--- src/rtl/core/fraction_arith_reduce_unit_defines.svh ---
// Assertion macros shared by the fraction unit RTL.
// Depends on nothing; included by modules that assert.
`ifndef FRACTION_ARITH_REDUCE_UNIT_DEFINES_SVH
`define FRACTION_ARITH_REDUCE_UNIT_DEFINES_SVH
`ifndef SYNTHESIS
`define FAR_ASSERT(lbl, clk, rstn, prop) \
  lbl: assert property (@(posedge clk) disable iff (!rstn) (prop)) else $error("fail");
`define FAR_ASSERT_NEVER(lbl, clk, rstn, prop) \
  lbl: assert property (@(posedge clk) disable iff (!rstn) !(prop)) else $error("fail");
`else
`define FAR_ASSERT(lbl, clk, rstn, prop)
`define FAR_ASSERT_NEVER(lbl, clk, rstn, prop)
`endif
`endif

--- src/rtl/core/far_pkg.sv ---
// Package for the fraction arithmetic unit: operation codes and job word.
// No dependencies.
package far_pkg;
  typedef enum logic [1:0] {
    OP_ADD = 2'd0,
    OP_SUB = 2'd1,
    OP_MUL = 2'd2,
    OP_DIV = 2'd3
  } op_e;
  localparam int unsigned RawW = 64;
  typedef struct packed {
    logic [RawW-1:0] num;
    logic [RawW-1:0] den;
  } job_t;
endpackage

--- src/rtl/core/far_front.sv ---
// Front end: accepts a word, forms raw numerator and denominator by cross-multiplication.
// Depends on far_pkg.
`include "fraction_arith_reduce_unit_defines.svh"
module far_front #(
  parameter int unsigned OperandWidth = 16
) (
  input  logic                    clk_i,
  input  logic                    rst_ni,
  input  logic                    start_i,
  input  logic [1:0]              operation_i,
  input  logic [OperandWidth-1:0] a_num_i,
  input  logic [OperandWidth-1:0] a_den_i,
  input  logic [OperandWidth-1:0] b_num_i,
  input  logic [OperandWidth-1:0] b_den_i,
  input  logic                    q_full_i,
  output logic                    busy_o,
  output logic                    push_o,
  output far_pkg::job_t           job_o
);
  import far_pkg::*;
  localparam logic [1:0] S_IDLE = 2'd0, S_MUL = 2'd1, S_SUM = 2'd2;
  localparam int unsigned ProdW = 2 * OperandWidth;
  logic [1:0] st_q, st_d;
  logic [1:0] op_q;
  logic [OperandWidth-1:0] an_q, ad_q, bn_q, bd_q, m1, m2;
  logic signed [ProdW-1:0] p0_w, p1_w, p2_w;
  logic [RawW-1:0] p0_q, p1_q, p2_q;
  logic [RawW-1:0] p0_d, p1_d, p2_d;

  assign busy_o = (st_q != S_IDLE);

  always_comb begin
    st_d = st_q;
    unique case (st_q)
      S_IDLE: if (start_i) st_d = S_MUL;
      S_MUL:  st_d = S_SUM;
      S_SUM:  if (!q_full_i) st_d = S_IDLE;
      default: st_d = S_IDLE;
    endcase
  end

  always_ff @(posedge clk_i or negedge rst_ni) begin
    if (!rst_ni) begin
      st_q <= S_IDLE;
    end else begin
      st_q <= st_d;
    end
  end

  assign m1 = (op_q == OP_DIV) ? bn_q : bd_q;
  assign m2 = (op_q == OP_MUL) ? bn_q : bd_q;
  assign p0_w = $signed(an_q) * $signed(m2);
  assign p1_w = $signed(ad_q) * $signed(bn_q);
  assign p2_w = $signed(ad_q) * $signed(m1);
  assign p0_d = RawW'(p0_w);
  assign p1_d = RawW'(p1_w);
  assign p2_d = RawW'(p2_w);

  always_ff @(posedge clk_i) begin
    if (st_q == S_IDLE && start_i) begin
      op_q <= operation_i;
      an_q <= a_num_i;
      ad_q <= a_den_i;
      bn_q <= b_num_i;
      bd_q <= b_den_i;
    end
    if (st_q == S_MUL) begin
      p0_q <= p0_d;
      p1_q <= p1_d;
      p2_q <= p2_d;
    end
  end

  always_comb begin
    case (op_q)
      OP_ADD:  job_o.num = p0_q + p1_q;
      OP_SUB:  job_o.num = p0_q - p1_q;
      default: job_o.num = p0_q;
    endcase
    job_o.den = p2_q;
  end
  assign push_o = (st_q == S_SUM) && !q_full_i;

  `FAR_ASSERT_NEVER(a_push_full, clk_i, rst_ni, push_o && q_full_i)
  `FAR_ASSERT(a_push_idle, clk_i, rst_ni, push_o |=> !busy_o)
  `FAR_ASSERT(a_start_busy, clk_i, rst_ni, (start_i && !busy_o) |=> busy_o)
endmodule

--- src/rtl/core/far_back.sv ---
// Back end: binary GCD over magnitudes, then two restoring divisions; a zero part skips both.
// Depends on far_pkg.
`include "fraction_arith_reduce_unit_defines.svh"
module far_back (
  input  logic          clk_i,
  input  logic          rst_ni,
  input  logic          q_valid_i,
  input  far_pkg::job_t job_i,
  output logic          pop_o,
  output logic          valid_o,
  output logic [32:0]   res_num_o,
  output logic [31:0]   res_den_o,
  output logic          zero_den_o
);
  import far_pkg::*;
  localparam logic [2:0] S_IDLE = 3'd0, S_GCD = 3'd1, S_DIVN = 3'd2,
                         S_DIVD = 3'd3, S_OUT = 3'd4;
  localparam int unsigned CntW = $clog2(RawW + 1);
  logic [2:0] st_q, st_d;
  logic [RawW-1:0] num_q, den_q, x_q, y_q, g_q;
  logic [CntW-1:0] sh_q, cnt_q;
  logic [RawW-1:0] quo_q, rem_q, dvd_q;
  logic [RawW:0] trial;
  logic [RawW-1:0] mn, md;
  logic first_q;

  assign mn = num_q[RawW-1] ? -num_q : num_q;
  assign md = den_q[RawW-1] ? -den_q : den_q;
  assign trial = {rem_q, dvd_q[RawW-1]} - {1'b0, g_q};
  assign pop_o = (st_q == S_IDLE) && q_valid_i;

  always_comb begin
    st_d = st_q;
    unique case (st_q)
      S_IDLE: if (q_valid_i) st_d = S_GCD;
      S_GCD:  if (num_q == '0 || den_q == '0) st_d = S_OUT;
              else if (!first_q && x_q == y_q) st_d = S_DIVN;
      S_DIVN: if (cnt_q == CntW'(RawW)) st_d = S_DIVD;
      S_DIVD: if (cnt_q == CntW'(RawW)) st_d = S_OUT;
      S_OUT:  st_d = S_IDLE;
      default: st_d = S_IDLE;
    endcase
  end

  always_ff @(posedge clk_i or negedge rst_ni) begin
    if (!rst_ni) begin
      st_q <= S_IDLE;
    end else begin
      st_q <= st_d;
    end
  end

  // gcd (strip common twos, subtract-and-shift; first cycle loads magnitudes), divisions
  always_ff @(posedge clk_i) begin
    unique case (st_q)
      S_IDLE: begin
        num_q <= job_i.num;
        den_q <= job_i.den;
        first_q <= 1'b1;
        sh_q <= '0;
      end
      S_GCD: begin
        first_q <= 1'b0;
        if (first_q) begin
          x_q <= mn;
          y_q <= md;
        end else if (x_q == y_q) begin
          g_q <= x_q << sh_q;
          cnt_q <= '0;
          dvd_q <= mn;
          rem_q <= '0;
        end else if (!x_q[0] && !y_q[0]) begin
          x_q <= x_q >> 1;
          y_q <= y_q >> 1;
          sh_q <= sh_q + 1'b1;
        end else if (!x_q[0]) begin
          x_q <= x_q >> 1;
        end else if (!y_q[0]) begin
          y_q <= y_q >> 1;
        end else if (x_q > y_q) begin
          x_q <= (x_q - y_q) >> 1;
        end else begin
          y_q <= (y_q - x_q) >> 1;
        end
      end
      S_DIVN, S_DIVD: begin
        if (cnt_q == CntW'(RawW)) begin
          if (st_q == S_DIVN) begin
            num_q <= num_q[RawW-1] ? -quo_q : quo_q;
            dvd_q <= md;
            rem_q <= '0;
            cnt_q <= '0;
          end else begin
            den_q <= den_q[RawW-1] ? -quo_q : quo_q;
          end
        end else begin
          cnt_q <= cnt_q + 1'b1;
          dvd_q <= dvd_q << 1;
          if (!trial[RawW]) begin
            rem_q <= trial[RawW-1:0];
            quo_q <= {quo_q[RawW-2:0], 1'b1};
          end else begin
            rem_q <= {rem_q[RawW-2:0], dvd_q[RawW-1]};
            quo_q <= {quo_q[RawW-2:0], 1'b0};
          end
        end
      end
      default: ;
    endcase
  end

  assign valid_o = (st_q == S_OUT);
  assign res_num_o = num_q[32:0];
  assign res_den_o = den_q[31:0];
  assign zero_den_o = (den_q == '0);

  `FAR_ASSERT(a_out_pulse, clk_i, rst_ni, valid_o |=> !valid_o)
  `FAR_ASSERT_NEVER(a_pop_busy, clk_i, rst_ni, pop_o && st_q != S_IDLE)
  `FAR_ASSERT(a_cnt_rng, clk_i, rst_ni, cnt_q <= CntW'(RawW) || st_q == S_IDLE || st_q == S_GCD)
endmodule

--- src/rtl/core/fraction_arith_reduce_unit.sv ---
// Top level of the fraction arithmetic unit: front, one-word queue, back.
// Depends on far_pkg, far_front, far_back.
// Usage: drive operation_i and the four operands with start while busy is
// low; the word is taken at that edge. The front multiplies out the raw
// numerator and denominator, first registering the operands, then the
// products, and hands them to a one-word queue once it is not full, so a
// second word can be taken while the back is still reducing. The back
// finds the gcd of the magnitudes with a binary gcd, one step per cycle,
// then divides each part by it with a 64-bit restoring divider, twice.
// A zero part skips reduction. The back reduces one word at a time and
// takes the next word from the queue only when it is idle.
// valid_o is high for one cycle with res_num_o, res_den_o and zero_den_o;
// the receiver cannot stall, results are never held back.
// Reset clears front, queue and back control; nothing is in flight after it.
module fraction_arith_reduce_unit #(
  parameter int unsigned OPERAND_WIDTH = 16
) (
  input  logic                     clk_i,
  input  logic                     rst_ni,
  input  logic                     start,
  output logic                     busy,
  input  logic [1:0]               operation_i,
  input  logic [OPERAND_WIDTH-1:0] a_num_i,
  input  logic [OPERAND_WIDTH-1:0] a_den_i,
  input  logic [OPERAND_WIDTH-1:0] b_num_i,
  input  logic [OPERAND_WIDTH-1:0] b_den_i,
  output logic                     valid_o,
  output logic [32:0]              res_num_o,
  output logic [31:0]              res_den_o,
  output logic                     zero_den_o
);
  import far_pkg::*;
  logic push, pop, full_q;
  job_t fjob, qjob_q;

  far_front #(.OperandWidth(OPERAND_WIDTH)) u_front (
    .clk_i, .rst_ni, .start_i(start), .operation_i, .a_num_i, .a_den_i,
    .b_num_i, .b_den_i, .q_full_i(full_q), .busy_o(busy), .push_o(push),
    .job_o(fjob)
  );

  always_ff @(posedge clk_i or negedge rst_ni) begin
    if (!rst_ni) begin
      full_q <= 1'b0;
    end else if (push) begin
      full_q <= 1'b1;
    end else if (pop) begin
      full_q <= 1'b0;
    end
  end
  always_ff @(posedge clk_i) begin
    if (push) qjob_q <= fjob;
  end

  far_back u_back (
    .clk_i, .rst_ni, .q_valid_i(full_q), .job_i(qjob_q), .pop_o(pop),
    .valid_o, .res_num_o, .res_den_o, .zero_den_o
  );
endmodule

--- config.mk ---
export PLATFORM = sky130hd
export DESIGN_NAME = fraction_arith_reduce_unit
export DESIGN_NICKNAME = d
export VERILOG_FILES = /design/src/rtl/core/far_pkg.sv /design/src/rtl/core/far_front.sv /design/src/rtl/core/far_back.sv /design/src/rtl/core/fraction_arith_reduce_unit.sv
export VERILOG_INCLUDE_DIRS = /design/src /design/src/rtl/core
export SDC_FILE = /design/constraint.sdc
export NUM_CORES = 2
export LEC_CHECK = 0
export ABC_AREA = 1
export BUFFER_PORTS_ARGS = -buffer_cell sky130_fd_sc_hd__buf_2
export CORE_ASPECT_RATIO = 0.75
export CORE_MARGIN = 5
export CORE_UTILIZATION = 30
export DETAILED_ROUTE_END_ITERATION = 12
export PLACE_DENSITY_LB_ADDON = 0.3
export SYNTH_ARGS = -nofsm -noshare
export SYNTH_HDL_FRONTEND = slang
export SYNTH_SLANG_ARGS = --single-unit
--- constraint.sdc ---
create_clock -name clk_i -period 19.7 [get_ports clk_i]
set_input_delay 1.97 -clock clk_i [delete_from_list [all_inputs] [get_ports clk_i]]
set_output_delay 1.97 -clock clk_i [all_outputs]
set_load 0.05 [all_outputs]
==> qor.csv <==
stage,metric,value,unit
run_status,status,finished clean,
route,drt-initial-drc-count,9227,
worst_setup_path,cp-start-kind,flip-flop,
floorplan,ios,137,
cts,post_cts_buffers,0,
logic_synthesis,synthMuxAreaShare,0.00367,
sta,whs,0.417,ns
logic_synthesis,synth_seq_cells,760,
sta,fmax,0.130,GHz
logic_synthesis,ys_warn_count,0,
route,dr.pass1.iters,7,
cts,cts_inserted_buffers,87,
min_path,worstHoldPathType,flip-flop to flip-flop,
cts,h-tree-depth,3,
sta,final.min_clock_period,7.71,ns
logic_synthesis,syn_area,0.0901,mm^2
logic_synthesis,synth_top_family_by_area,simple AND/OR/NAND/NOR gates,
logic_synthesis,synthArstFlopShare,0.00789,
cts,holdBufCountCts,0,
cts,cts_tree,yes,
placed_design,dp_cells,16184,
floorplan,fp.dieArea,0.311,mm^2
route,drc,0,
global_route,overflow,0,
route,vias,82574,
layout,finalNonFillerCells,16346,
global_route,antenna_found_initial,7,
worst_setup_path,crit_fanout,37,
worst_setup_path,path_class,flip-flop to flip-flop,
logic_synthesis,synth_edf_count,754,
worst_setup_path,cp.required,20.14,ns
route,wl_per_cell,22.5,um
logic_synthesis,synth_cell_type_count,55,
logic_synthesis,syn_nets,13781,
cts,cts_resized,0,
floorplan,die_x,643,um
sta,max_slew_margin,0.224,
flow_run,max_cap_viol_count,0,
floorplan,floorplan.initialDensity,0.301,
logic_synthesis,synth_simple_gate_area_frac,0.255,
sta,finalMaxSlewViolations,0,
route,totalWireLength,368000,um
sta,worstMarginPinSlew,1.15,ns
layout,layout-drive-gt1-share,0.0413,
worst_setup_path,worstPathArrival,8.15,ns
route,via_per_inst,5.05,
layout,n_fill_cell,32530,
sta,setup_viol,0,
logic_synthesis,synth_cells,12445,
cts,cts-root-buf,clkbuf_16,
logic_synthesis,synth_xor_area_frac,0.0336,
logic_synthesis,synth_ff_type,edfxtp_1,
route,drtAntennaViolNets,0,
floorplan,rows,174,
layout,nets,13649,
cts,clock_latency,0.75,ns
sta,fin_crit_sh,0.391,
sta,fin_setup_tns,0,ns
global_route,grt_pass1_vias,77985,
sta,rsz0062_at_grt,no,
floorplan,die_y,485,um
global_route,track_usage,0.229,
layout,final_core_util,0.325,
placed_design,dp_hpwl,303000,um
sta,clock_skew,0.0571,ns
sta,finalHoldViolations,0,
logic_synthesis,synth_adder_area_share,0.242,
global_route,grt_pass1_wl,534000,um
logic_synthesis,synth_compound_area_frac,0.0930,
layout,area_growth,8.13,%
cts,clkTransAtPathRegs,0.06,ns
cts,ctsLongestPathBuffers,3,
placed_design,gp_congestion,1.01,
logic_synthesis,ys_seq_area_frac,0.253,
logic_synthesis,syn_area_per_cell,7.24,um^2
worst_setup_path,end_kind,flip-flop,
floorplan,core_area,0.299,mm^2
cts,clkSinkCount,760,
placed_design,port_buffers,136,
global_route,grt_max_degree,136,
[layer usage]
metal	up-vias	routed length [um]	global-route usage
met5	-	13	0
met4	2	9600	0.0542
met3	363	36300	0.0496
met2	3709	153000	0.337
met1	39959	169000	0.339
li1	38541	-	-
[layout by cell type, fill, tap and decap left out, types with 136 or more instances in the layout]
cell type and n:
buf_2 136, nor2_1 1344, inv_1 2265, nand2_1 3392
edfxtp_1 754, o21ai_0 728, a21oi_1 612, xor2_1 252
fa_1 790, nand3_1 563, ha_1 477
[sequential cells by signal, indices dropped and copies added (netlist names), 32 cells and up]
signal	flops
u_back.x_q	64
u_back.y_q	64
u_back.quo_q	64
u_back.den_q	64
u_back.rem_q	64
u_front.p0_q	32
u_back.dvd_q	64
qjob_q	65
u_back.num_q	64
u_back.g_q	64
u_front.p1_q	32
u_front.p2_q	32
[final timing paths]
| check | startpoint | endpoint | slack (ns) | cells past startpoint |
|---|---|---|---|---|
| max | u_front.op_q[1] | u_front.p0_q[26] | 11.99 | 23 |
| min | u_front.p2_q[13] | qjob_q[13] | 0.42 | 0 |
| max reg2reg | u_front.op_q[1] | u_front.p0_q[26] | 11.99 | 23 |
| min reg2reg | u_front.p2_q[13] | qjob_q[13] | 0.42 | 0 |
| max in group asynchronous | rst_ni | full_q | 18.38 | 1 |
| min in group asynchronous | rst_ni | u_back.st_q[2] | 1.12 | 1 |
[synth_stat cells, drive strengths merged (11+ instances only)]
cell type,count,area share
mux2i,33,0.0037
clkinv,20,0.00085
clkbuf,315,0.014
nand3,566,0.032
fa,790,0.18
buf,165,0.011
nand3b,12,0.0010
edfxtp,754,0.25
nand4,130,0.0093
nor3b,11,0.00092
a31oi,51,0.0035
nor4,33,0.0024
o211ai,41,0.0034
nor3,99,0.0057
nand2,3397,0.14
or2,68,0.0047
o21bai,40,0.0033
xnor2,94,0.0091
a21boi,12,0.0010
a21oi,614,0.034
inv,2284,0.095
o21ai,749,0.042
ha,477,0.066
nor2,1357,0.057
a21o,35,0.0029
xor2,252,0.025
o21a,11,0.00092
[cells by family after synthesis]
family,after synthesis
multiplexers,33
buffers and inverters,2784
adder cells (fa/ha/maj),1267
flip-flops,760
AO/OA/AOI/OAI,1576
XOR/XNOR,346
AND/OR/NAND/NOR,5679
[metrics by stage]
step                      cell area (um^2)  setup WS (ns)
after floorplan                      90100           7.58
after global placement               94600          12.08
after detailed placement             94600          11.98
after CTS                            97400          11.98
after global routing                 97400          11.36
final                                97400          11.99
[worst max-delay path, stage by stage, from the launching register on]
cell and delay [ns]:
edfxtp_1 0.33, buf_4 0.41, inv_1 0.14, nor2_1 0.11, inv_1 0.33, o21ai_1 0.70
nor2_1 0.22, fa_1 0.69, fa_1 0.93, fa_1 0.53, fa_1 0.52, fa_1 0.50
inv_1 0.05, fa_1 0.47, inv_1 0.04, ha_1 0.41, nand2_1 0.10, nor2_1 0.15
inv_1 0.07, nor2_1 0.14, nand2_1 0.07, o211ai_1 0.25, a21oi_1 0.12, xnor2_1 0.15
[cell type report]
class | count | area [um^2] | area share
Timing Repair Buffer | 259 | 1620 | 0.0166
Inverter | 2304 | 8660 | 0.0889
Clock buffer | 98 | 2220 | 0.0228
Clock inverter | 59 | 616 | 0.00632
Tap cell | 3960 | 4950 | 0.0509
Multi-Input combinational cell | 8901 | 56500 | 0.580
Sequential cell | 760 | 22800 | 0.234
Antenna cell | 5 | 12.5 | 0.000128
Power is not shown: default switching activity piles up to over one toggle a cycle in this logic, so the estimate is an artifact.
